**config.mk**
```make
export PLATFORM = sky130hd
export DESIGN_NAME = tfd_window
export DESIGN_NICKNAME = d
export VERILOG_FILES = /design/src/rtl/tfd_pkg.sv /design/src/rtl/tfd_window.sv
export SDC_FILE = /design/constraint.sdc
export NUM_CORES = 1
export LEC_CHECK = 0
export ABC_AREA = 1
export BUFFER_PORTS_ARGS = -buffer_cell sky130_fd_sc_hd__buf_2
export CAP_MARGIN = 10
export CORE_ASPECT_RATIO = 0.7
export CORE_MARGIN = 1.5
export CORE_UTILIZATION = 50
export DETAILED_ROUTE_END_ITERATION = 10
export GPL_TIMING_DRIVEN = 0
export PLACE_DENSITY = 0.68
export SLEW_MARGIN = 10
export SYNTH_ARGS = -nofsm -noshare
export SYNTH_HDL_FRONTEND = slang
export SYNTH_SLANG_ARGS = --single-unit
export TNS_END_PERCENT = 1
```
**constraint.sdc**
```tcl
create_clock -name i_clk -period 10.4 [get_ports i_clk]
set_input_delay 2.08 -clock i_clk [delete_from_list [all_inputs] [get_ports i_clk]]
set_output_delay 2.08 -clock i_clk [all_outputs]
set_load 0.02 [all_outputs]
```
**src/rtl/tfd_pkg.sv**
```systemverilog
// Shared types, widths and constants for the threshold fall detector.
// Used by every module of the block; depends on nothing else.
package tfd_pkg;

    // Accelerometer window length and the widths that follow from it.
    localparam int WINDOW = 4;
    localparam int SLOT_W = (WINDOW > 1) ? $clog2(WINDOW) : 1;
    localparam int SUM_W  = 16 + SLOT_W;

    // Field widths.
    localparam int ACC_W     = 16;
    localparam int RATE_W    = 22;
    localparam int PRES_W    = 24;
    localparam int ACC_SQ_W  = 31;
    localparam int RATE_SQ_W = 43;
    localparam int BASE_W    = 32;

    // Stream and register port widths.
    localparam int IN_DATA_W  = 144;
    localparam int OUT_DATA_W = 8;
    localparam int APB_ADDR_W = 6;
    localparam int APB_DATA_W = 64;

    // Register reset values.
    localparam logic [31:0] LOW_G_LIMIT_RST = 32'd156185;
    localparam logic [43:0] SPIN_LIMIT_RST  = 44'd5206164098;
    localparam logic [15:0] RISE_LIMIT_RST  = 16'd614;
    localparam logic [7:0]  MIN_TICKS_RST   = 8'd3;
    localparam logic [7:0]  QUIET_TICKS_RST = 8'd20;
    localparam logic [8:0]  EMA_WEIGHT_RST  = 9'd26;

    // Counter ceiling and full-scale baseline weight.
    localparam logic [7:0] COUNT_MAX  = 8'd255;
    localparam logic [8:0] WEIGHT_ONE = 9'd256;

    // Register indexes on the configuration port.
    typedef enum logic [2:0] {
        REG_LOW_G_LIMIT = 3'd0,
        REG_SPIN_LIMIT  = 3'd1,
        REG_RISE_LIMIT  = 3'd2,
        REG_MIN_TICKS   = 3'd3,
        REG_QUIET_TICKS = 3'd4,
        REG_EMA_WEIGHT  = 3'd5
    } t_reg_idx;

    // Configuration values as seen by the datapath.
    typedef struct packed {
        logic [31:0] low_g_limit;
        logic [43:0] spin_limit;
        logic [15:0] rise_limit;
        logic [7:0]  min_low_g_ticks;
        logic [7:0]  quiet_ticks;
        logic [8:0]  ema_weight;
    } t_cfg;

    // One captured input item.
    typedef struct packed {
        logic signed [ACC_W-1:0]  accel_x;
        logic signed [ACC_W-1:0]  accel_y;
        logic signed [ACC_W-1:0]  accel_z;
        logic signed [RATE_W-1:0] rate_x;
        logic signed [RATE_W-1:0] rate_y;
        logic signed [RATE_W-1:0] rate_z;
        logic [PRES_W-1:0]        pressure;
        logic                     button;
    } t_sample;

    // Item after window averaging.
    typedef struct packed {
        logic signed [ACC_W-1:0]  avg_x;
        logic signed [ACC_W-1:0]  avg_y;
        logic signed [ACC_W-1:0]  avg_z;
        logic signed [RATE_W-1:0] rate_x;
        logic signed [RATE_W-1:0] rate_y;
        logic signed [RATE_W-1:0] rate_z;
        logic [PRES_W-1:0]        pressure;
        logic                     button;
    } t_feat;

    // Item after squaring.
    typedef struct packed {
        logic [ACC_SQ_W-1:0]  acc_sq_x;
        logic [ACC_SQ_W-1:0]  acc_sq_y;
        logic [ACC_SQ_W-1:0]  acc_sq_z;
        logic [RATE_SQ_W-1:0] rate_sq_x;
        logic [RATE_SQ_W-1:0] rate_sq_y;
        logic [RATE_SQ_W-1:0] rate_sq_z;
        logic [PRES_W-1:0]    pressure;
        logic                 button;
    } t_energy;

endpackage

```
**src/rtl/tfd_window.sv**
```systemverilog
// Sliding window of accelerometer samples with per-axis running sums and averages.
// Depends on tfd_pkg for WINDOW, widths and the t_sample and t_feat types.
module tfd_window (
    input  logic             i_clk,
    input  logic             i_rst_n,
    input  logic             i_load,
    input  tfd_pkg::t_sample i_sample,
    output tfd_pkg::t_feat   o_feat
);

    logic signed [tfd_pkg::ACC_W-1:0] r_hist [3][tfd_pkg::WINDOW];
    logic signed [tfd_pkg::SUM_W-1:0] r_sum [3];
    logic [tfd_pkg::SLOT_W-1:0]       r_slot;
    tfd_pkg::t_feat                   r_feat;

    logic signed [tfd_pkg::ACC_W-1:0] acc [3];
    logic signed [tfd_pkg::SUM_W-1:0] n_sum [3];
    logic signed [tfd_pkg::ACC_W-1:0] avg [3];
    logic signed [31:0]               quot [3];
    logic [tfd_pkg::SLOT_W-1:0]       n_slot;

    assign acc[0] = i_sample.accel_x;
    assign acc[1] = i_sample.accel_y;
    assign acc[2] = i_sample.accel_z;

    // Replace the oldest sample in each running sum and average it,
    // truncating toward zero.
    always_comb begin
        for (int a = 0; a < 3; a++) begin
            n_sum[a] = r_sum[a] - tfd_pkg::SUM_W'(r_hist[a][r_slot])
                     + tfd_pkg::SUM_W'(acc[a]);
            quot[a]  = 32'(n_sum[a]) / tfd_pkg::WINDOW;
            avg[a]   = quot[a][tfd_pkg::ACC_W-1:0];
        end
    end

    // Window position wraps at the window length.
    assign n_slot = (r_slot == tfd_pkg::SLOT_W'(tfd_pkg::WINDOW - 1))
                  ? '0 : r_slot + 1'b1;

    // Window state.
    always_ff @(posedge i_clk) begin
        if (!i_rst_n) begin
            r_slot <= '0;
            for (int a = 0; a < 3; a++) begin
                r_sum[a] <= '0;
                for (int k = 0; k < tfd_pkg::WINDOW; k++) begin
                    r_hist[a][k] <= '0;
                end
            end
        end else if (i_load) begin
            r_slot <= n_slot;
            for (int a = 0; a < 3; a++) begin
                r_sum[a]          <= n_sum[a];
                r_hist[a][r_slot] <= acc[a];
            end
        end
    end

    // Stage output register.
    always_ff @(posedge i_clk) begin
        if (i_load) begin
            r_feat.avg_x    <= avg[0];
            r_feat.avg_y    <= avg[1];
            r_feat.avg_z    <= avg[2];
            r_feat.rate_x   <= i_sample.rate_x;
            r_feat.rate_y   <= i_sample.rate_y;
            r_feat.rate_z   <= i_sample.rate_z;
            r_feat.pressure <= i_sample.pressure;
            r_feat.button   <= i_sample.button;
        end
    end

    assign o_feat = r_feat;

endmodule

```
==> metrics.md <==
| Metric | Value |
|---|---|
| Status | finished clean |
| Synth area leaders | edfxtp_1 56%, nand2_1 7.6%, inv_1 7.6%, nor2_1 7.1%, fa_1 5.0% |
| Syn Area/Cell | 9.48 um2 |
| Die width | 245 um |
| Critical Path AT | 6070 ps |
| Critical setup path kind | reg -> reg |
| PD cells | 275 nW/um2 |
| WL final | 53100 um |
| Cell Area, Synth | 20500 um2 |
| Cell Int Power | 0.00379 W |
| Worst Path Max Fanout | 10 |
| Max Cap Violations | 0 |
| Avg WL per Cell | 17.4 um |
| Post-CTS Setup Bufs | 0 |
| RSZ-0062 raised after global routing | false |
| Vias per cell | 5.17 |
| Reg2Reg Capture Point | o_feat[131] |
| CTS clk-pin slew, worst paths | 60 ps |
| Synth area leader | edfxtp_1 |
| FF+latch count, synth | 387 |
| Hold WC Path Type | reg -> reg |
| Max Slew Vio Count | 0 |
| CTS tree | done |
| Slowest CP cell | fa_1 |
| Synthesis-to-layout area growth | 16.4% |
| Hold Path Stages | 4 |
| Share of cells above drive strength 1 | 14.8% |
| Crit start category | register |
| Core Util, Final | 59.6% |
| Final worst slack | 4620 ps |
| Hold Startpoint | r_slot[0] |
| Yosys top cell area share | 56.4% |
| P_leak | 11.3 nW |
| # resized after CTS | 0 |
| Core area | 40100 um2 |
| Total GRT Usage | 24.7% |
| DRT iter0 DRCs | 1510 |
| Worst reg2reg path depth | 27 |
| Syn. warnings | 0 |
| # port buffers | 280 |
| Full die area | 42300 um2 |
| R2R Setup Slk | 4620 ps |
| Drt pass-1 iters | 6 |
| H-tree depth | 2 |
| Clock Skew | 20.4 ps |
| Max Fclk | 173 MHz |
| CP delay by family, top | simple AND/OR/NAND/NOR gates |
| Ports | 281 |
| Most instantiated library cell after synthesis | nand2_1 |
| Gpl congestion | 0.912 |
| Clock power share | 20.8% |
| Remaining antenna violation count | 0 |
| Fillcell total | 3465 |
| Top FF cell, synth | edfxtp_1 |
| Final setup fails | 0 |
| Final period utilization | 55.6% |
| Initial core utilization | 51.2% |
| Yosys cell types | 36 |
| Row count | 61 |
| Setup TNS | 0 ps |
| Clock root buffer | clkbuf_16 |
| Clk_lat worst skew | 550 ps |
| Deepest clock path buffer count | 3 |
| Number of hold violations in the final report | 0 |
| Buf/Inv on CP | 7 |
| Switching pwr | 0.00277 W |
| Vias | 15800 |
| Async SR Flop Fraction | 0% |
| Worst r2r src | r_slot[1] |
| GRT overflow | 0 |
| Hold buffers post-CTS | 0 |
| Actual slew at the worst max-slew pin | 1190 ps |
| Sequential share of power | 32.4% |
| Pin count of the biggest net entering global routing | 82 |
| Min-Delay Endpoint | r_slot[0] |
| Register area share after synthesis | 56.6% |
| Die height | 172 um |
| Pre-CTS WS | 4360 ps |
| Worst EP required | 10690 ps |
| Setup crit end kind | register |
| Worst vdd ir | 0.173 mV |
| Max stage delay on crit path | 540 ps |
| Initial antenna violation count | 0 |
| Most frequent CP cell | nand2_1 |
| First-pass GRT wire length | 80000 um |
| Post-synth EDFFs | 385 |
| CTS Buf Count | 40 |
| Syn_nets | 2424 |
| Diode count | 0 |
| Worst slew margin | 20.7% |
| Vias in the first global route | 14700 |
| Post-Syn Instances | 2164 |
| HPWL Detailed | 38900 um |
| Combinational power share | 46.8% |
| DRC | 0 |
| # nets final | 2748 |
| Clock sinks | 387 |
| Commonest cells in the netlist | 417 x nand2_1, 414 x inv_1, 390 x nor2_1, 385 x edfxtp_1, 90 x o21ai_0 |
| Period minus WS final | 5780 ps |
| Sw frac | 42.2% |
kinds of logic after synthesis:
logic type	share of synthesized area [%]
AOI/OAI and AO/OA	5.00
adders and majority gates	9.07
and+or+nand+nor	19.2
DFF	56.6
buffers and inverters	8.70
xor gates and xnor gates	1.45
how the worst max path moves through the flow:
stage / from / endpoint / slack [ps] / cells after the start
after floorplan: i_sample[125] / o_feat[131] / 5240 / 25
after global placement: i_load / r_hist[0][60] / 1140 / 7
after detailed placement: i_sample[134] / o_feat[131] / 4360 / 24
after CTS: r_slot[0] / o_feat[131] / 4750 / 28
after global routing: r_slot[0] / o_feat[131] / 4230 / 27
final: r_slot[1] / o_feat[131] / 4620 / 27
placed cells by master (no fill, tap or decap), types with 4 or more instances in the layout:
cell,Yosys,final
inv_1,414,414
nand2_1,417,412
nor2_1,390,390
edfxtp_1,385,385
buf_2,4,283
o21ai_0,90,90
nand3_1,79,79
ha_1,67,67
clkbuf_1,49,60
fa_1,51,51
a21oi_1,47,47
o22ai_1,44,44
clkbuf_16,0,41
xor2_1,25,25
nand4_1,19,19
nor3_1,13,13
nand2_2,12,12
clkinv_1,3,10
xnor2_1,7,7
and2_1,7,7
nand3b_1,6,6
nor2_2,6,6
nor2_4,6,6
nand2_4,0,5
nand3_2,4,4
clkinv_2,0,4
power by group through the flow:
stage	logic [W]	clock network, W	registers (W)
6_report	0.00307	0.00136	0.00212
5_1_grt	0.00349	0.00144	0.00214
4_1_cts	0.00305	0.00138	0.00212
3_5_place_dp	0.00303	0	0.00215
3_3_place_gp	0.00297	0	0.00215
2_1_floorplan	0.00204	0	0.00233
registers in the layout, summed over array words and instances (netlist names):
register and flops:
r_sum 54, r_slot 2, o_feat 139, r_hist 192
worst min-delay path: stages (launching register included):
cell,delay [ps]
dfxtp_1,350
ha_1,190
nor2_1,50
nand2_1,60
o21ai_0,70
layout make-up:
class / instances / area [um2] / area share [%]
multi-input cells: 1303 / 7160 / 30.0
well taps: 535 / 669 / 2.80
flip-flops and latches: 387 / 11600 / 48.6
inverters: 418 / 1570 / 6.57
clock inverters: 16 / 133 / 0.556
plain buffers: 56 / 215 / 0.902
clock buffers: 52 / 1070 / 4.47
repair buffers: 282 / 1460 / 6.10
metrics by stage:
| step | instances | total power (W) | hold slack (ps) | area (um2) |
|---|---|---|---|---|
| 2_1_floorplan | 2164 | 0.00436 | 681 | 20500 |
| 3_3_place_gp | 2979 | 0.00513 | 722 | 22600 |
| 3_5_place_dp | 2981 | 0.00519 | 751 | 22700 |
| 4_1_cts | 3049 | 0.00656 | 764 | 23900 |
| 5_1_grt | 3049 | 0.00707 | 858 | 23900 |
| 6_report | 3049 | 0.00656 | 785 | 23900 |
routing by layer:
metal,up-vias,wire [um],GRT usage [%]
li1,7571,-,-
met1,7503,24300,37.1
met2,615,23400,37.0
met3,73,4430,4.95
met4,0,912,5.66
met5,-,0,0
(Power assumes the default switching activity.)
