==> src/rtl/tfd_pkg.sv <==
// Shared types, widths and constants for the threshold fall detector.
// Used by every module of the block; depends on nothing else.
package tfd_pkg;

    // Accelerometer window length and the widths that follow from it.
    localparam int WINDOW = 4;
    localparam int SLOT_W = (WINDOW > 1) ? $clog2(WINDOW) : 1;
    localparam int SUM_W  = 16 + SLOT_W;

    // Field widths.
    localparam int ACC_W     = 16;
    localparam int RATE_W    = 22;
    localparam int PRES_W    = 24;
    localparam int ACC_SQ_W  = 31;
    localparam int RATE_SQ_W = 43;
    localparam int BASE_W    = 32;

    // Stream and register port widths.
    localparam int IN_DATA_W  = 144;
    localparam int OUT_DATA_W = 8;
    localparam int APB_ADDR_W = 6;
    localparam int APB_DATA_W = 64;

    // Register reset values.
    localparam logic [31:0] LOW_G_LIMIT_RST = 32'd156185;
    localparam logic [43:0] SPIN_LIMIT_RST  = 44'd5206164098;
    localparam logic [15:0] RISE_LIMIT_RST  = 16'd614;
    localparam logic [7:0]  MIN_TICKS_RST   = 8'd3;
    localparam logic [7:0]  QUIET_TICKS_RST = 8'd20;
    localparam logic [8:0]  EMA_WEIGHT_RST  = 9'd26;

    // Counter ceiling and full-scale baseline weight.
    localparam logic [7:0] COUNT_MAX  = 8'd255;
    localparam logic [8:0] WEIGHT_ONE = 9'd256;

    // Register indexes on the configuration port.
    typedef enum logic [2:0] {
        REG_LOW_G_LIMIT = 3'd0,
        REG_SPIN_LIMIT  = 3'd1,
        REG_RISE_LIMIT  = 3'd2,
        REG_MIN_TICKS   = 3'd3,
        REG_QUIET_TICKS = 3'd4,
        REG_EMA_WEIGHT  = 3'd5
    } t_reg_idx;

    // Configuration values as seen by the datapath.
    typedef struct packed {
        logic [31:0] low_g_limit;
        logic [43:0] spin_limit;
        logic [15:0] rise_limit;
        logic [7:0]  min_low_g_ticks;
        logic [7:0]  quiet_ticks;
        logic [8:0]  ema_weight;
    } t_cfg;

    // One captured input item.
    typedef struct packed {
        logic signed [ACC_W-1:0]  accel_x;
        logic signed [ACC_W-1:0]  accel_y;
        logic signed [ACC_W-1:0]  accel_z;
        logic signed [RATE_W-1:0] rate_x;
        logic signed [RATE_W-1:0] rate_y;
        logic signed [RATE_W-1:0] rate_z;
        logic [PRES_W-1:0]        pressure;
        logic                     button;
    } t_sample;

    // Item after window averaging.
    typedef struct packed {
        logic signed [ACC_W-1:0]  avg_x;
        logic signed [ACC_W-1:0]  avg_y;
        logic signed [ACC_W-1:0]  avg_z;
        logic signed [RATE_W-1:0] rate_x;
        logic signed [RATE_W-1:0] rate_y;
        logic signed [RATE_W-1:0] rate_z;
        logic [PRES_W-1:0]        pressure;
        logic                     button;
    } t_feat;

    // Item after squaring.
    typedef struct packed {
        logic [ACC_SQ_W-1:0]  acc_sq_x;
        logic [ACC_SQ_W-1:0]  acc_sq_y;
        logic [ACC_SQ_W-1:0]  acc_sq_z;
        logic [RATE_SQ_W-1:0] rate_sq_x;
        logic [RATE_SQ_W-1:0] rate_sq_y;
        logic [RATE_SQ_W-1:0] rate_sq_z;
        logic [PRES_W-1:0]    pressure;
        logic                 button;
    } t_energy;

endpackage

==> src/rtl/tfd_decide.sv <==
// Low-g counting, pressure baseline, fall decision and alarm latch; holds the result register.
// Depends on tfd_pkg for widths, constants and the t_cfg and t_energy types.
module tfd_decide (
    input  logic             i_clk,
    input  logic             i_rst_n,
    input  logic             i_load,
    input  tfd_pkg::t_energy i_energy,
    input  tfd_pkg::t_cfg    i_cfg,
    output logic             o_alarm,
    output logic             o_fall_now,
    output logic             o_low_g_now
);

    logic [7:0]                  r_low_g_ticks;
    logic [7:0]                  r_quiet_count;
    logic [tfd_pkg::BASE_W-1:0]  r_baseline;
    logic                        r_alarm;
    logic                        r_fall;
    logic                        r_low_g;

    logic [31:0]                 acc_sum;
    logic [44:0]                 rate_sum;
    logic                        low_g;
    logic                        spin;
    logic [8:0]                  w;
    logic [8:0]                  inv_w;
    logic [41:0]                 ema_acc;
    logic [tfd_pkg::BASE_W-1:0]  n_baseline;
    logic signed [33:0]          rise;
    logic signed [33:0]          rise_thr;
    logic [7:0]                  n_low_g_ticks;
    logic [7:0]                  n_quiet_count;
    logic                        n_fall;
    logic                        n_alarm;

    // Energy sums and threshold tests.
    assign acc_sum  = 32'(i_energy.acc_sq_x) + 32'(i_energy.acc_sq_y)
                    + 32'(i_energy.acc_sq_z);
    assign rate_sum = 45'(i_energy.rate_sq_x) + 45'(i_energy.rate_sq_y)
                    + 45'(i_energy.rate_sq_z);
    assign low_g    = acc_sum < i_cfg.low_g_limit;
    assign spin     = rate_sum > 45'(i_cfg.spin_limit);

    // Exponential baseline; weights above full scale act as full scale.
    assign w          = i_cfg.ema_weight[8] ? tfd_pkg::WEIGHT_ONE : i_cfg.ema_weight;
    assign inv_w      = tfd_pkg::WEIGHT_ONE - w;
    assign ema_acc    = 42'(inv_w) * 42'(r_baseline)
                      + ((42'(w) * 42'(i_energy.pressure)) << 8);
    assign n_baseline = (r_low_g_ticks == '0) ? ema_acc[39:8] : r_baseline;

    // Pressure rise over the updated baseline, both in 1/2^20 hPa.
    assign rise     = $signed({2'b00, i_energy.pressure, 8'h00})
                    - $signed({2'b00, n_baseline});
    assign rise_thr = $signed({10'd0, i_cfg.rise_limit, 8'h00});

    // Counters, fall decision and alarm.
    always_comb begin
        n_low_g_ticks = r_low_g_ticks;
        n_quiet_count = r_quiet_count;
        if (low_g) begin
            if (r_low_g_ticks != tfd_pkg::COUNT_MAX) begin
                n_low_g_ticks = r_low_g_ticks + 8'd1;
            end
            n_quiet_count = '0;
        end else begin
            if (r_quiet_count != tfd_pkg::COUNT_MAX) begin
                n_quiet_count = r_quiet_count + 8'd1;
            end
            if (n_quiet_count > i_cfg.quiet_ticks) begin
                n_low_g_ticks = '0;
            end
        end
        n_fall = (n_low_g_ticks >= i_cfg.min_low_g_ticks) && (spin || (rise > rise_thr));
        if (n_fall) begin
            n_low_g_ticks = '0;
        end
        n_alarm = (r_alarm | n_fall) & ~i_energy.button;
    end

    // Persistent state.
    always_ff @(posedge i_clk) begin
        if (!i_rst_n) begin
            r_low_g_ticks <= '0;
            r_quiet_count <= '0;
            r_baseline    <= '0;
            r_alarm       <= 1'b0;
        end else if (i_load) begin
            r_low_g_ticks <= n_low_g_ticks;
            r_quiet_count <= n_quiet_count;
            r_baseline    <= n_baseline;
            r_alarm       <= n_alarm;
        end
    end

    // Per-item result flags.
    always_ff @(posedge i_clk) begin
        if (i_load) begin
            r_fall  <= n_fall;
            r_low_g <= low_g;
        end
    end

    assign o_alarm     = r_alarm;
    assign o_fall_now  = r_fall;
    assign o_low_g_now = r_low_g;

endmodule

==> config.mk <==
export PLATFORM = sky130hd
export DESIGN_NAME = tfd_decide
export DESIGN_NICKNAME = d
export VERILOG_FILES = /design/src/rtl/tfd_pkg.sv /design/src/rtl/tfd_decide.sv
export SDC_FILE = /design/constraint.sdc
export NUM_CORES = 2
export LEC_CHECK = 0
export BUFFER_PORTS_ARGS = -buffer_cell sky130_fd_sc_hd__buf_2
export CAP_MARGIN = 40
export CORE_MARGIN = 8
export CORE_UTILIZATION = 49
export CTS_CLUSTER_SIZE = 10
export DETAILED_ROUTE_END_ITERATION = 7
export MAX_ROUTING_LAYER = met4
export PLACE_DENSITY_LB_ADDON = 0.25
export SYNTH_ARGS = -nofsm -noshare
export SYNTH_HDL_FRONTEND = slang
export SYNTH_SLANG_ARGS = --single-unit
==> constraint.sdc <==
create_clock -name i_clk -period 30.1 [get_ports i_clk]
set_clock_uncertainty 0.05 [all_clocks]
set_input_delay 6.02 -clock i_clk [delete_from_list [all_inputs] [get_ports i_clk]]
set_output_delay 6.02 -clock i_clk [all_outputs]
set_load 0.05 [all_outputs]
==> flow_summary.ini <==
[yosys]
synth_compound_area_share_pct = 13.9
syn-cell-area_um2 = 28100
synthMuxAreaShare_pct = 0.735
synth_xor_area_share_pct = 4.65
netlist_top_cells_area = fa_1 34%, ha_1 13%, inv_1 8.2%, and2_1 5.9%, nand2_1 5.3%
synth-edff-count = 2
synthFlopType = dfxtp_1
synth_top_area_share_pct = 33.5
ys_types = 92
yosys.area.top_type = fa_1
synth_simple_gate_area_share_pct = 19.6
syn-num-nets = 4555
yosysSeqAreaShare_pct = 3.71
synth_top_family_by_area = adder cells
synth-seq-cells = 51
synth_warnings = 0
synth-async-reset-ratio_pct = 0
syn_inst = 3417
synthAdderAreaFrac_pct = 47.3
syn_area_per_cell_um2 = 8.22

[cts]
numCtsBuffers = 5
postCtsResizedCells = 0
root_buffer = clkbuf_16
post_cts_buffers = 0
clk_pin_slew_ps = 90
clk_latency_ps = 320
hold_buffers = 0
cts_tree = yes
htreeDepth = 2
cts_num_sinks = 51
cts_buffer_depth = 2

[floorplan]
dieWidth_um = 255
start_util_pct = 49.7
fp.dieH_um = 255
core_area_um2 = 56500
ios = 370
rows = 87
dieArea_um2 = 65200

[grt]
grt_pass1_vias = 24523
grt_max_degree = 59
antenna_found_initial = 18
gr-total-overflow = 0
grtUsageTotal_pct = 23.7
grt_pass1_wl_um = 125000

[sta]
rsz0062_at_grt = false
max-slew-margin-rel_pct = 41.8
drv_slew = 0
setup_ws_ps = 10540
setup-violations-final = 0
worst_slew_pin_slew_ps = 861
tns_ps = 0
hold_viol = 0
fin_crit_ps = 19560
fin_crit_sh_pct = 65.0
max_freq_mhz = 51.1

[place]
dp_slack_ps = 10320
gp_congestion = 0.941
dp_hpwl_um = 63700
port_buffers = 369

[setup_path]
slowest_stage = or4_1
crit_required_ps = 30140
cpMostUsedCell = fa_1
crit_family = compound AO/OA/AOI/OAI gates
crit_type = primary input to flop
slowest_delay_ps = 610
cp.arrival_ps = 19600
critPathMaxFanout = 32
endpoint_kind = flop
startpoint_type = primary input
path_buf_inv = 7

[drt]
antenna_left = 0
top_layer = met4
drt_iter0_markers = 1241
post_drt_wl_per_cell_um = 17.0
met3_length_um = 3110
wirelength_met1_um = 32900
drc = 0
dr.pass1.iters = 5
avgViaCountPerCell = 5.37
wl_met2_um = 38000
wirelength_um = 75900
vias = 23919

[job]
max-cap-violations = 0

[finish]
area_delta_synth_final_pct = 9.80
finalNetCount = 4820
final_layout_size_suffix_gt1_share_pct = 12.6

[hold_path]
hold_class = flop to flop

[outcome]
outcome = finished clean
==> final cells by class <==
class	count	area (µm²)
Clock inverter	3	26.3
Sequential cell	51	1040
Tap cell	756	946
Antenna cell	15	37.5
Multi-Input combinational cell	2613	24300
Clock buffer	5	125
Timing Repair Buffer	393	2030
Fill cell	5426	25700
Inverter	618	2320
==> synthesized netlist by cell type, types with 8 or more instances <==
cell type / n
inv_1: 616
fa_1: 470
nand2_1: 397
ha_1: 301
and2_1: 266
a21oi_1: 149
clkbuf_1: 124
nor2_1: 114
xnor2_1: 106
o21ai_0: 96
a21o_1: 71
nor3_1: 54
dfxtp_1: 49
o21a_1: 43
xor2_1: 43
nand3_1: 42
nor2b_1: 39
nand4_1: 33
nand2b_1: 30
and3_1: 29
o21bai_1: 28
o211a_1: 23
a31oi_1: 21
or3_1: 19
a211oi_1: 17
nor4_1: 16
mux2i_1: 15
o31ai_1: 14
o211ai_1: 12
a21boi_0: 10
o22ai_1: 9
maj3_1: 8
nor3b_1: 8
o31a_1: 8
==> worst reg2reg max path, delay by kind of cell (launching register included) <==
family,cells,cell delay [ps]
compound gates,13,4220
fa+ha+maj,8,3620
simple gates,10,2660
flops,1,610
xor+xnor,2,320
buf+inv,4,190
==> cells in the final DEF, fill, tap and decap left out, types with 42 or more instances in the layout <==
cell and count:
and2_1 266, buf_2 369, inv_1 616, xnor2_1 103, ha_1 301, nand2_1 396
o21ai_0 96, dfxtp_1 49, nor2_1 114, fa_1 470, o21a_1 43, a21o_1 71
nand3_1 42, nor3_1 54, a21oi_1 148
==> worst paths after layout <==
kind / end / cells past startpoint / slack [ps] / startpoint
worst min-delay path: o_alarm$_SDFFE_PN0P_ / 1 / 460 / o_alarm$_SDFFE_PN0P_
worst min register to register: o_alarm$_SDFFE_PN0P_ / 1 / 460 / o_alarm$_SDFFE_PN0P_
worst max-delay path: o_fall_now$_DFFE_PP_ / 45 / 10540 / i_cfg[8]
worst max register to register: o_fall_now$_DFFE_PP_ / 37 / 18170 / r_baseline[11]$_SDFFE_PN0P_
==> stage by stage <==
step | cells | utilization (%) | hold WS, ps | cell area, µm²
after floorplan | 3417 | - | 444 | 28100
after global placement | 4431 | 54.2 | 432 | 30600
after detailed placement | 4431 | 54.2 | 435 | 30600
after CTS | 4439 | 54.5 | 458 | 30800
after global routing | 4453 | 54.6 | 477 | 30800
final | 4454 | 54.6 | 457 | 30800
==> state kept, by name, indices dropped and copies added (netlist names) <==
signal,count
o_fall_now,1
r_quiet_count,8
o_low_g_now,1
o_alarm,1
r_baseline,32
r_low_g_ticks,8
==> cells by family (layout without fill, tap and decap cells) <==
family                     Yosys count  count (layout)
AOI/OAI and AO/OA                  574             574
xor gates and xnor gates           149             149
adders and majority gates          782             782
buffers and inverters              753            1019
DFF                                 51              51
muxes                               20              20
other                                0              15
and+or+nand+nor                   1088            1088
==> per-layer routing <==
layer / vias up / global-route usage [%]
li1: 11551 / -
met1: 11705 / 29.7
met2: 553 / 41.1
met3: 110 / 2.28
met4: 0 / 5.72
met5: - / -
Power is left out: the tool's default activity adds up to more than one toggle a clock period on the data nets, which glitch-free logic cannot reach.
