[config.mk]
export PLATFORM = sky130hd
export DESIGN_NAME = tfd_cfg
export DESIGN_NICKNAME = d
export VERILOG_FILES = /design/src/rtl/tfd_pkg.sv /design/src/rtl/tfd_cfg.sv
export SDC_FILE = /design/constraint.sdc
export NUM_CORES = 1
export LEC_CHECK = 0
export BUFFER_PORTS_ARGS = -buffer_cell sky130_fd_sc_hd__buf_2
export CORE_MARGIN = 10
export CORE_UTILIZATION = 51
export CTS_CLUSTER_SIZE = 8
export DETAILED_ROUTE_END_ITERATION = 10
export PLACE_DENSITY = 0.86
export SYNTH_ARGS = -nofsm -noshare
export SYNTH_HDL_FRONTEND = slang
export SYNTH_SLANG_ARGS = --single-unit
[constraint.sdc]
create_clock -name i_clk -period 3.3 [get_ports i_clk]
set_input_delay 0.495 -clock i_clk [delete_from_list [all_inputs] [get_ports i_clk]]
set_output_delay 0.495 -clock i_clk [all_outputs]
set_load 0.05 [all_outputs]
[src/rtl/tfd_pkg.sv]
// Shared types, widths and constants for the threshold fall detector.
// Used by every module of the block; depends on nothing else.
package tfd_pkg;

    // Accelerometer window length and the widths that follow from it.
    localparam int WINDOW = 4;
    localparam int SLOT_W = (WINDOW > 1) ? $clog2(WINDOW) : 1;
    localparam int SUM_W  = 16 + SLOT_W;

    // Field widths.
    localparam int ACC_W     = 16;
    localparam int RATE_W    = 22;
    localparam int PRES_W    = 24;
    localparam int ACC_SQ_W  = 31;
    localparam int RATE_SQ_W = 43;
    localparam int BASE_W    = 32;

    // Stream and register port widths.
    localparam int IN_DATA_W  = 144;
    localparam int OUT_DATA_W = 8;
    localparam int APB_ADDR_W = 6;
    localparam int APB_DATA_W = 64;

    // Register reset values.
    localparam logic [31:0] LOW_G_LIMIT_RST = 32'd156185;
    localparam logic [43:0] SPIN_LIMIT_RST  = 44'd5206164098;
    localparam logic [15:0] RISE_LIMIT_RST  = 16'd614;
    localparam logic [7:0]  MIN_TICKS_RST   = 8'd3;
    localparam logic [7:0]  QUIET_TICKS_RST = 8'd20;
    localparam logic [8:0]  EMA_WEIGHT_RST  = 9'd26;

    // Counter ceiling and full-scale baseline weight.
    localparam logic [7:0] COUNT_MAX  = 8'd255;
    localparam logic [8:0] WEIGHT_ONE = 9'd256;

    // Register indexes on the configuration port.
    typedef enum logic [2:0] {
        REG_LOW_G_LIMIT = 3'd0,
        REG_SPIN_LIMIT  = 3'd1,
        REG_RISE_LIMIT  = 3'd2,
        REG_MIN_TICKS   = 3'd3,
        REG_QUIET_TICKS = 3'd4,
        REG_EMA_WEIGHT  = 3'd5
    } t_reg_idx;

    // Configuration values as seen by the datapath.
    typedef struct packed {
        logic [31:0] low_g_limit;
        logic [43:0] spin_limit;
        logic [15:0] rise_limit;
        logic [7:0]  min_low_g_ticks;
        logic [7:0]  quiet_ticks;
        logic [8:0]  ema_weight;
    } t_cfg;

    // One captured input item.
    typedef struct packed {
        logic signed [ACC_W-1:0]  accel_x;
        logic signed [ACC_W-1:0]  accel_y;
        logic signed [ACC_W-1:0]  accel_z;
        logic signed [RATE_W-1:0] rate_x;
        logic signed [RATE_W-1:0] rate_y;
        logic signed [RATE_W-1:0] rate_z;
        logic [PRES_W-1:0]        pressure;
        logic                     button;
    } t_sample;

    // Item after window averaging.
    typedef struct packed {
        logic signed [ACC_W-1:0]  avg_x;
        logic signed [ACC_W-1:0]  avg_y;
        logic signed [ACC_W-1:0]  avg_z;
        logic signed [RATE_W-1:0] rate_x;
        logic signed [RATE_W-1:0] rate_y;
        logic signed [RATE_W-1:0] rate_z;
        logic [PRES_W-1:0]        pressure;
        logic                     button;
    } t_feat;

    // Item after squaring.
    typedef struct packed {
        logic [ACC_SQ_W-1:0]  acc_sq_x;
        logic [ACC_SQ_W-1:0]  acc_sq_y;
        logic [ACC_SQ_W-1:0]  acc_sq_z;
        logic [RATE_SQ_W-1:0] rate_sq_x;
        logic [RATE_SQ_W-1:0] rate_sq_y;
        logic [RATE_SQ_W-1:0] rate_sq_z;
        logic [PRES_W-1:0]    pressure;
        logic                 button;
    } t_energy;

endpackage

[src/rtl/tfd_cfg.sv]
// Configuration register file with an APB-style access port.
// Depends on tfd_pkg for the register indexes, reset values and t_cfg.
module tfd_cfg (
    input  logic                            i_clk,
    input  logic                            i_rst_n,
    input  logic                            psel,
    input  logic                            penable,
    input  logic                            pwrite,
    input  logic [tfd_pkg::APB_ADDR_W-1:0]  paddr,
    input  logic [tfd_pkg::APB_DATA_W-1:0]  pwdata,
    output logic [tfd_pkg::APB_DATA_W-1:0]  prdata,
    output logic                            pready,
    output tfd_pkg::t_cfg                   o_cfg
);

    logic [31:0]       r_low_g_limit;
    logic [43:0]       r_spin_limit;
    logic [15:0]       r_rise_limit;
    logic [7:0]        r_min_ticks;
    logic [7:0]        r_quiet_ticks;
    logic [8:0]        r_ema_weight;
    logic              wr_en;
    tfd_pkg::t_reg_idx idx;

    assign pready = 1'b1;
    assign wr_en  = psel & penable & pwrite;
    assign idx    = tfd_pkg::t_reg_idx'(paddr[5:3]);

    // Register writes; addresses past the last register are ignored.
    always_ff @(posedge i_clk) begin
        if (!i_rst_n) begin
            r_low_g_limit <= tfd_pkg::LOW_G_LIMIT_RST;
            r_spin_limit  <= tfd_pkg::SPIN_LIMIT_RST;
            r_rise_limit  <= tfd_pkg::RISE_LIMIT_RST;
            r_min_ticks   <= tfd_pkg::MIN_TICKS_RST;
            r_quiet_ticks <= tfd_pkg::QUIET_TICKS_RST;
            r_ema_weight  <= tfd_pkg::EMA_WEIGHT_RST;
        end else if (wr_en) begin
            case (idx)
                tfd_pkg::REG_LOW_G_LIMIT: r_low_g_limit <= pwdata[31:0];
                tfd_pkg::REG_SPIN_LIMIT:  r_spin_limit  <= pwdata[43:0];
                tfd_pkg::REG_RISE_LIMIT:  r_rise_limit  <= pwdata[15:0];
                tfd_pkg::REG_MIN_TICKS:   r_min_ticks   <= pwdata[7:0];
                tfd_pkg::REG_QUIET_TICKS: r_quiet_ticks <= pwdata[7:0];
                tfd_pkg::REG_EMA_WEIGHT:  r_ema_weight  <= pwdata[8:0];
                default: ;
            endcase
        end
    end

    // Read mux.
    always_comb begin
        case (idx)
            tfd_pkg::REG_LOW_G_LIMIT: prdata = 64'(r_low_g_limit);
            tfd_pkg::REG_SPIN_LIMIT:  prdata = 64'(r_spin_limit);
            tfd_pkg::REG_RISE_LIMIT:  prdata = 64'(r_rise_limit);
            tfd_pkg::REG_MIN_TICKS:   prdata = 64'(r_min_ticks);
            tfd_pkg::REG_QUIET_TICKS: prdata = 64'(r_quiet_ticks);
            tfd_pkg::REG_EMA_WEIGHT:  prdata = 64'(r_ema_weight);
            default:                  prdata = '0;
        endcase
    end

    assign o_cfg.low_g_limit     = r_low_g_limit;
    assign o_cfg.spin_limit      = r_spin_limit;
    assign o_cfg.rise_limit      = r_rise_limit;
    assign o_cfg.min_low_g_ticks = r_min_ticks;
    assign o_cfg.quiet_ticks     = r_quiet_ticks;
    assign o_cfg.ema_weight      = r_ema_weight;

endmodule

==> results of run 1 <==
==> worst reg2reg max path: stages, from the launching register on <==
cell and delay [ps]:
sky130_fd_sc_hd__dfxtp_1 370, sky130_fd_sc_hd__nand2_1 80, sky130_fd_sc_hd__mux2i_1 180
==> power breakdown <==
part           switching [mW]  internal [mW]  total [mW]
clock network           0.677           1.18        1.86
registers              0.0102           1.43        1.44
logic                   0.315          0.105       0.420
==> placed cells by master (no fill, tap or decap), drive strengths merged, types with 3 or more instances in the layout <==
| cell | instances |
|---|---|
| nor2 | 28 |
| a22oi | 8 |
| mux2 | 12 |
| inv | 4 |
| buf | 225 |
| bufinv | 3 |
| and3 | 12 |
| conb | 21 |
| o21ai | 41 |
| nand3 | 68 |
| a2bb2oi | 7 |
| clkinvlp | 4 |
| dfxtp | 117 |
| clkbuf | 19 |
| a32oi | 3 |
| nor2b | 4 |
| mux2i | 113 |
| clkinv | 3 |
| nand2 | 129 |
==> cell type report <==
type	instances	area, sq um	share of cell area (%)
tap	140	175	2.43
clock inverter	13	173	2.39
timing repair buffer	225	1190	16.4
clock buffer	19	432	5.98
multi-input combinational	462	2900	40.2
sequential	117	2340	32.5
inverter	1	3.75	0.0520
==> per-stage QoR <==
stage	hold slack [ps]	total power [mW]	setup slack, ps	cells	util, %
floorplan	634	1.79	532	656	-
global placement	455	1.88	663	945	61.0
detailed placement	461	1.88	647	945	61.0
CTS	218	3.73	635	977	66.6
global route	222	3.83	561	977	66.6
finish	234	3.71	602	977	66.6
==> kinds of logic (layout without fill, tap and decap cells) <==
logic type	count (synthesis)	in the layout	share of synthesized area, %
simple gates	251	251	20.5
mux	125	125	22.5
flops	117	117	41.6
buf+inv	77	258	8.16
compound gates	65	65	7.09
other cells	2	21	0.133
==> registers in the layout, indices dropped and copies added, names as in the netlist <==
signal / flops
r_low_g_limit: 32
r_spin_limit: 44
r_rise_limit: 16
r_quiet_ticks: 8
r_min_ticks: 8
r_ema_weight: 9
==> per-layer routing <==
metal | global-route usage, % | up-vias | part of all wire, %
li1 | - | 2526 | -
met1 | 25.2 | 2567 | 41
met2 | 35.6 | 222 | 49
met3 | 8.20 | 20 | 8.5
met4 | 6.23 | 0 | 1.7
met5 | 0 | - | 0
==> worst paths after layout <==
check,from,to,slack [ps],depth (start not counted)
max reg2reg,r_ema_weight[2],r_ema_weight[2],2580,2
min,pwdata[35],r_spin_limit[35],230,3
min reg2reg,r_spin_limit[3],r_spin_limit[3],470,2
max,paddr[4],prdata[4],600,5
==> flow_summary.rst, run 1 <==
.. list-table::
   :header-rows: 1

   * - Metric
     - Value
   * - Run status
     - finished clean
   * - Die Y-Extent
     - 125 microns
   * - Data required, critical path
     - 2800 ps
   * - CTS tree
     - yes
   * - Yosys reg bits
     - 117
   * - PwrDens
     - 515 mW/mm^2
   * - Largest cells by area after synthesis
     - sky130_fd_sc_hd__dfxtp_1 42%, sky130_fd_sc_hd__mux2i_1 20%, sky130_fd_sc_hd__nand2_1 8.5%
   * - Worst setup path class
     - in -> out
   * - Drt first pass iters
     - 5
   * - Remaining max-slew budget at the tightest pin
     - 53.4%
   * - Clock buffer count from CTS
     - 17
   * - Average wire length per cell after detail routing
     - 18.4 microns
   * - GR Overflow Total
     - 0
   * - CP most frequent cell
     - sky130_fd_sc_hd__buf_2
   * - Number of max-cap violations
     - 0
   * - Top Ports
     - 257
   * - Number of global-route vias before repair
     - 5268
   * - Buffers plus inverters on the worst setup path
     - 2
   * - Arrival time at the worst endpoint
     - 2200 ps
   * - Maximum cell stage delay along the critical path
     - 540 ps
   * - Final Instance Area
     - 0.00721 sq mm
   * - Post-synth cell types
     - 36
   * - Routed wire length
     - 18000 microns
   * - Maximum buffer depth of the clock tree
     - 2
   * - First-pass GRT wire length
     - 28300 microns
   * - Clock transition at the registers of the reported paths
     - 60 ps
   * - Iteration-0 DRC count of the detailed router
     - 363
   * - Worst-path cell chain
     - buf_2 -> nand2b_1 -> o22a_1 -> o21ai_0 -> buf_2
   * - Post-cts hold buffer count
     - 0
   * - Final period demand of the worst path
     - 2700 ps
   * - Antenna viol nets, final
     - 0
   * - Sum of negative setup slack
     - 0 ps
   * - Post-synthesis instance area
     - 0.00563 sq mm
   * - Final period util
     - 81.7%
   * - Fillcell total
     - 900
   * - ANT cells
     - 0
   * - Timing-limited maximum frequency
     - 371 MHz
   * - Number of placement rows
     - 38
   * - Initial antenna violation count
     - 0
   * - Post-synth EDFFs
     - 0
   * - Fraction of registers with async set/reset
     - 0%
   * - Clock Root Buffer
     - sky130_fd_sc_hd__clkbuf_8
   * - Post-cts repair resize count
     - 0
   * - Type of origin of the critical path
     - input port
   * - Ys Warns
     - 0
   * - # port buffers
     - 212
   * - Setup fix buffers added after clock tree synthesis
     - 0
   * - Final Net Count
     - 899
   * - Most used standard cell by instance count after synthesis
     - sky130_fd_sc_hd__nand2_1
   * - Largest clock skew in the final design
     - 0 ps
   * - Maximum fanout along the worst path
     - 28
   * - Register area share after synthesis
     - 41.6%
   * - Share of final-layout standard cells stronger than drive strength 1
     - 33.0%
   * - Max Slew Vio Count
     - 0
   * - Top Family by Delay on Critical Path
     - buffers and inverters
   * - Number of instances in the synthesized netlist
     - 637
   * - Clock H-tree levels
     - 4
   * - Number of vias after detailed routing
     - 5335
   * - Pin count of the biggest net entering global routing
     - 65
   * - Slowest-stage cell, CP
     - sky130_fd_sc_hd__buf_2
   * - Clock latency at the later pin of the worst-skew pair
     - 490 ps
   * - Final count of negative-setup-slack endpoints
     - 0
   * - Core box area
     - 0.0108 sq mm
   * - Unrepaired setup endpoints after global routing
     - false
   * - Syn_area_per_cell
     - 8.84 sq um
   * - GR Util All Layers
     - 21.4%
   * - Hold Vio Cnt, Final
     - 0
   * - Post-synth top cells
     - 127 x sky130_fd_sc_hd__nand2_1, 117 x sky130_fd_sc_hd__dfxtp_1, 113 x sky130_fd_sc_hd__mux2i_1, 68 x sky130_fd_sc_hd__nand3_1, 41 x sky130_fd_sc_hd__o21ai_0
   * - Half-perimeter wire length of the detailed placement result
     - 12900 microns
   * - Worst hold path class
     - in -> reg
   * - VDD IR-drop max
     - 0.332 mV
   * - Cell Area, Placed
     - 0.00661 sq mm
   * - Starting utilization of the core area
     - 51.9%
   * - Post-synth top area share
     - 41.6%
   * - Routed via count divided by cell count
     - 5.46
   * - Full die area
     - 0.0156 sq mm
   * - DRC violations left
     - 0
   * - Signed area change from the synthesized netlist to the final layout
     - 28.1%
   * - Die width
     - 125 microns
   * - Yosys top cell by area
     - sky130_fd_sc_hd__dfxtp_1
   * - Reported leakage power
     - 3.52 nW
   * - Final weighted congestion in routability-driven placement
     - 0.825
   * - Worst Setup End Kind
     - output port
   * - Clk sink count
     - 117
   * - Worst-Margin Slew
     - 698 ps
   * - Most used flip-flop cell after synthesis
     - sky130_fd_sc_hd__dfxtp_1
Note: power is estimated with default switching activity, not from simulation.
==> inputs of run 2 (changes only) <==
--- a/config.mk
+++ b/config.mk
@@ -5,12 +5,13 @@
 export SDC_FILE = /design/constraint.sdc
 export NUM_CORES = 1
 export LEC_CHECK = 0
+export ABC_AREA = 1
 export BUFFER_PORTS_ARGS = -buffer_cell sky130_fd_sc_hd__buf_2
 export CORE_MARGIN = 10
-export CORE_UTILIZATION = 51
+export CORE_UTILIZATION = 43
 export CTS_CLUSTER_SIZE = 8
 export DETAILED_ROUTE_END_ITERATION = 10
-export PLACE_DENSITY = 0.86
+export PLACE_DENSITY = 0.77
 export SYNTH_ARGS = -nofsm -noshare
 export SYNTH_HDL_FRONTEND = slang
 export SYNTH_SLANG_ARGS = --single-unit
==> constraint.sdc (replaced) <==
create_clock -name i_clk -period 2.4 [get_ports i_clk]
set_input_delay 0.36 -clock i_clk [delete_from_list [all_inputs] [get_ports i_clk]]
set_output_delay 0.36 -clock i_clk [all_outputs]
set_load 0.05 [all_outputs]
==> flow_summary.rst, run 2 <==
.. list-table::
   :header-rows: 1

   * - Metric
     - Value
   * - First-pass GRT wire length
     - 31000 microns (was 28300 microns)
   * - DRC violations left
     - 0 (unchanged)
   * - Worst-Margin Slew
     - 601 ps (was 698 ps)
   * - Iteration-0 DRC count of the detailed router
     - 423 (was 363)
   * - Most used flip-flop cell after synthesis
     - sky130_fd_sc_hd__dfxtp_1 (unchanged)
   * - Number of instances in the synthesized netlist
     - 898 (was 637)
   * - Arrival time at the worst endpoint
     - 1750 ps (was 2200 ps)
   * - Number of global-route vias before repair
     - 5916 (was 5268)
   * - Average wire length per cell after detail routing
     - 15.5 microns (was 18.4 microns)
   * - Post-synthesis instance area
     - 0.00568 sq mm (was 0.00563 sq mm)
   * - Worst r2r dst
     - r_quiet_ticks[2] (was r_ema_weight[2])
   * - Routed via count divided by cell count
     - 4.87 (was 5.46)
   * - Reported leakage power
     - 3.92 nW (was 3.52 nW)
   * - Largest registers
     - r_spin_limit x44, r_low_g_limit x32, r_rise_limit x16 (unchanged)
   * - Core box area
     - 0.0128 sq mm (was 0.0108 sq mm)
   * - Largest clock skew in the final design
     - 0 ps (unchanged)
   * - Post-synth cell types
     - 18 (was 36)
   * - Max Slew Vio Count
     - 0 (unchanged)
   * - Post-synth top area share
     - 41.2% (was 41.6%)
   * - Fraction of registers with async set/reset
     - 0% (unchanged)
   * - Starting utilization of the core area
     - 44.5% (was 51.9%)
   * - Worst hold path class
     - in -> reg (unchanged)
   * - Clock H-tree levels
     - 4 (unchanged)
   * - Final weighted congestion in routability-driven placement
     - 0.977 (was 0.825)
   * - Clk sink count
     - 117 (unchanged)
   * - Number of placement rows
     - 41 (was 38)
   * - Full die area
     - 0.0182 sq mm (was 0.0156 sq mm)
   * - Data required, critical path
     - 2040 ps (was 2800 ps)
   * - End of the worst hold path
     - r_spin_limit[32] (was r_spin_limit[35])
   * - Unrepaired setup endpoints after global routing
     - false (unchanged)
   * - GR Overflow Total
     - 0 (unchanged)
   * - Maximum fanout along the worst path
     - 28 (unchanged)
   * - VDD IR-drop max
     - 0.399 mV (was 0.332 mV)
   * - GR Util All Layers
     - 21.1% (was 21.4%)
   * - # port buffers
     - 212 (unchanged)
   * - Die Y-Extent
     - 135 microns (was 125 microns)
   * - Multi-input gate area
     - 0.00274 sq mm (was 0.00290 sq mm)
   * - Yosys reg bits
     - 117 (unchanged)
   * - Worst setup path class
     - in -> out (unchanged)
   * - Die width
     - 135 microns (was 125 microns)
   * - Post-cts repair resize count
     - 0 (unchanged)
   * - Antenna viol nets, final
     - 0 (unchanged)
   * - Clock transition at the registers of the reported paths
     - 50 ps (was 60 ps)
   * - Combined flip-flop and latch cell area
     - 0.00234 sq mm (unchanged)
   * - Run status
     - finished clean (unchanged)
   * - Half-perimeter wire length of the detailed placement result
     - 14300 microns (was 12900 microns)
   * - Most used standard cell by instance count after synthesis
     - sky130_fd_sc_hd__nand2_1 (unchanged)
   * - Ys Warns
     - 0 (unchanged)
   * - Setup fix buffers added after clock tree synthesis
     - 0 (unchanged)
   * - Register area share after synthesis
     - 41.2% (was 41.6%)
   * - Post-cts hold buffer count
     - 0 (unchanged)
   * - Startpoint of the most critical setup path
     - paddr[5] (was paddr[4])
   * - Worst R2R Setup Slack
     - 1770 ps (was 2580 ps)
   * - Worst Min Path Start
     - pwdata[32] (was pwdata[35])
   * - Largest cells by area after synthesis
     - sky130_fd_sc_hd__dfxtp_1 41%, sky130_fd_sc_hd__nand2_1 18%, sky130_fd_sc_hd__nor2_1 13% (was sky130_fd_sc_hd__dfxtp_1 42%, sky130_fd_sc_hd__mux2i_1 20%, sky130_fd_sc_hd__nand2_1 8.5%)
   * - Largest register by flop count
     - r_spin_limit (unchanged)
   * - PwrDens
     - 673 mW/mm^2 (was 515 mW/mm^2)
   * - Final count of negative-setup-slack endpoints
     - 0 (unchanged)
   * - Final core utilization
     - 57.9% (was 66.6%)
   * - Clock buffer count from CTS
     - 17 (unchanged)
   * - Number of cells on the worst hold path
     - 3 (unchanged)
   * - Pin count of the biggest net entering global routing
     - 49 (was 65)
   * - Timing-limited maximum frequency
     - 473 MHz
   * - Signed area change from the synthesized netlist to the final layout
     - 30.2% (was 28.1%)
   * - Commonest non-fill, non-tap cell in the layout
     - sky130_fd_sc_hd__nand2_1 (was sky130_fd_sc_hd__buf_2)
   * - Type of origin of the critical path
     - input port (unchanged)
   * - Post-synth top cells
     - 272 x sky130_fd_sc_hd__nand2_1, 196 x sky130_fd_sc_hd__nor2_1, 131 x sky130_fd_sc_hd__nand3_1, 117 x sky130_fd_sc_hd__dfxtp_1, 66 x sky130_fd_sc_hd__inv_1 (was 127 x sky130_fd_sc_hd__nand2_1, 117 x sky130_fd_sc_hd__dfxtp_1, 113 x sky130_fd_sc_hd__mux2i_1, 68 x sky130_fd_sc_hd__nand3_1, 41 x sky130_fd_sc_hd__o21ai_0)
   * - Remaining max-slew budget at the tightest pin
     - 59.8% (was 53.4%)
   * - ANT cells
     - 0 (unchanged)
   * - Yosys top cell by area
     - sky130_fd_sc_hd__dfxtp_1 (unchanged)
   * - Number of max-cap violations
     - 0 (unchanged)
   * - Final Net Count
     - 1170 (was 899)
   * - Most frequent cells in the layout
     - 272 x sky130_fd_sc_hd__nand2_1, 211 x sky130_fd_sc_hd__buf_2, 195 x sky130_fd_sc_hd__nor2_1 (was 211 x sky130_fd_sc_hd__buf_2, 127 x sky130_fd_sc_hd__nand2_1, 117 x sky130_fd_sc_hd__dfxtp_1)
   * - Worst Reg2Reg Path Length in Cells
     - 2 (unchanged)
   * - Max FFs per register
     - 44 (unchanged)
   * - Syn_area_per_cell
     - 6.33 sq um (was 8.84 sq um)
   * - Initial antenna violation count
     - 0 (unchanged)
   * - CTS tree
     - yes (unchanged)
   * - Clock latency at the later pin of the worst-skew pair
     - 410 ps (was 490 ps)
   * - Top Ports
     - 257 (unchanged)
   * - Post-synth EDFFs
     - 0 (unchanged)
   * - Number of vias after detailed routing
     - 6222 (was 5335)
   * - Drt first pass iters
     - 5 (unchanged)
   * - Worst Setup End Kind
     - output port (unchanged)
   * - Origin of the critical flop-to-flop path
     - r_quiet_ticks[2] (was r_ema_weight[2])
   * - Hold Vio Cnt, Final
     - 0 (unchanged)
   * - Maximum buffer depth of the clock tree
     - 2 (unchanged)
   * - Clock Root Buffer
     - sky130_fd_sc_hd__clkbuf_16 (was sky130_fd_sc_hd__clkbuf_8)
   * - Fillcell total
     - 1261 (was 900)
   * - Sum of negative setup slack
     - 0 ps (unchanged)
   * - Final period demand of the worst path
     - 2110 ps
   * - Share of final-layout standard cells stronger than drive strength 1
     - 24.9% (was 33.0%)
   * - Routed wire length
     - 19800 microns (was 18000 microns)
   * - Final period util
     - 88.1%
==> run 2: kinds of logic (layout without fill, tap and decap cells) <==
kind of cell / count (synthesis) / count (layout) / share of synthesized area, %
flops: 117 / 117 / 41.2
other cells: 2 / 21 / 0.132
buf+inv: 144 / 332 / 12.0
simple gates: 625 / 625 / 45.8
compound gates: 10 / 10 / 0.881
==> run 2: routing by layer <==
layer | up-vias | global-route usage, % | routed length [microns]
met5 | - | 0 | 0
met4 | 0 | 8.31 | 390
met3 | 30 | 7.75 | 1920
met2 | 263 | 34.9 | 9400
met1 | 2805 | 24.3 | 8080
li1 | 3124 | - | -
==> run 2: critical path: stages <==
cell,delay (ps)
sky130_fd_sc_hd__buf_2,160
sky130_fd_sc_hd__inv_2,240
sky130_fd_sc_hd__nand2_1,100
sky130_fd_sc_hd__nor2_2,140
sky130_fd_sc_hd__buf_12,190
sky130_fd_sc_hd__nand2_1,70
sky130_fd_sc_hd__nand2_1,80
sky130_fd_sc_hd__inv_1,60
sky130_fd_sc_hd__nand2_1,70
sky130_fd_sc_hd__buf_2,270
==> run 2: through the flow <==
| step | cell area, sq um | hold slack (ps) | std cells | setup slack, ps | total power [mW] |
|---|---|---|---|---|---|
| after CTS | 7390 | 141 | 1277 | 293 | 5.02 |
| after global placement | 6850 | 459 | 1248 | 331 | 2.67 |
| final | 7390 | 164 | 1277 | 286 | 4.98 |
| after detailed placement | 6850 | 462 | 1248 | 309 | 2.68 |
| after global routing | 7390 | 161 | 1277 | 174 | 5.17 |
| after floorplan | 5750 | 486 | 917 | 418 | 2.52 |
==> run 2: worst max path at each step <==
stage | end | slack [ps] | depth (start not counted)
after floorplan | prdata[32] | 420 | 5
after detailed placement | prdata[1] | 310 | 10
after CTS | prdata[10] | 290 | 7
after global routing | prdata[31] | 170 | 7
final | prdata[1] | 290 | 10
after global placement | prdata[11] | 330 | 7
==> run 2: final cells by class <==
type | instances | share of cell area, %
Clock inverter | 5 | 0.677
Multi-Input combinational cell | 656 | 37.1
Tap cell | 172 | 2.91
Clock buffer | 24 | 6.65
Timing Repair Buffer | 235 | 17.6
Inverter | 68 | 3.45
Sequential cell | 117 | 31.7
==> run 2: report_power, final <==
group          total [mW]  switching (mW)  internal (mW)
combinational       0.648           0.499          0.149
clock                2.34           0.834           1.51
sequential           1.99          0.0208           1.97
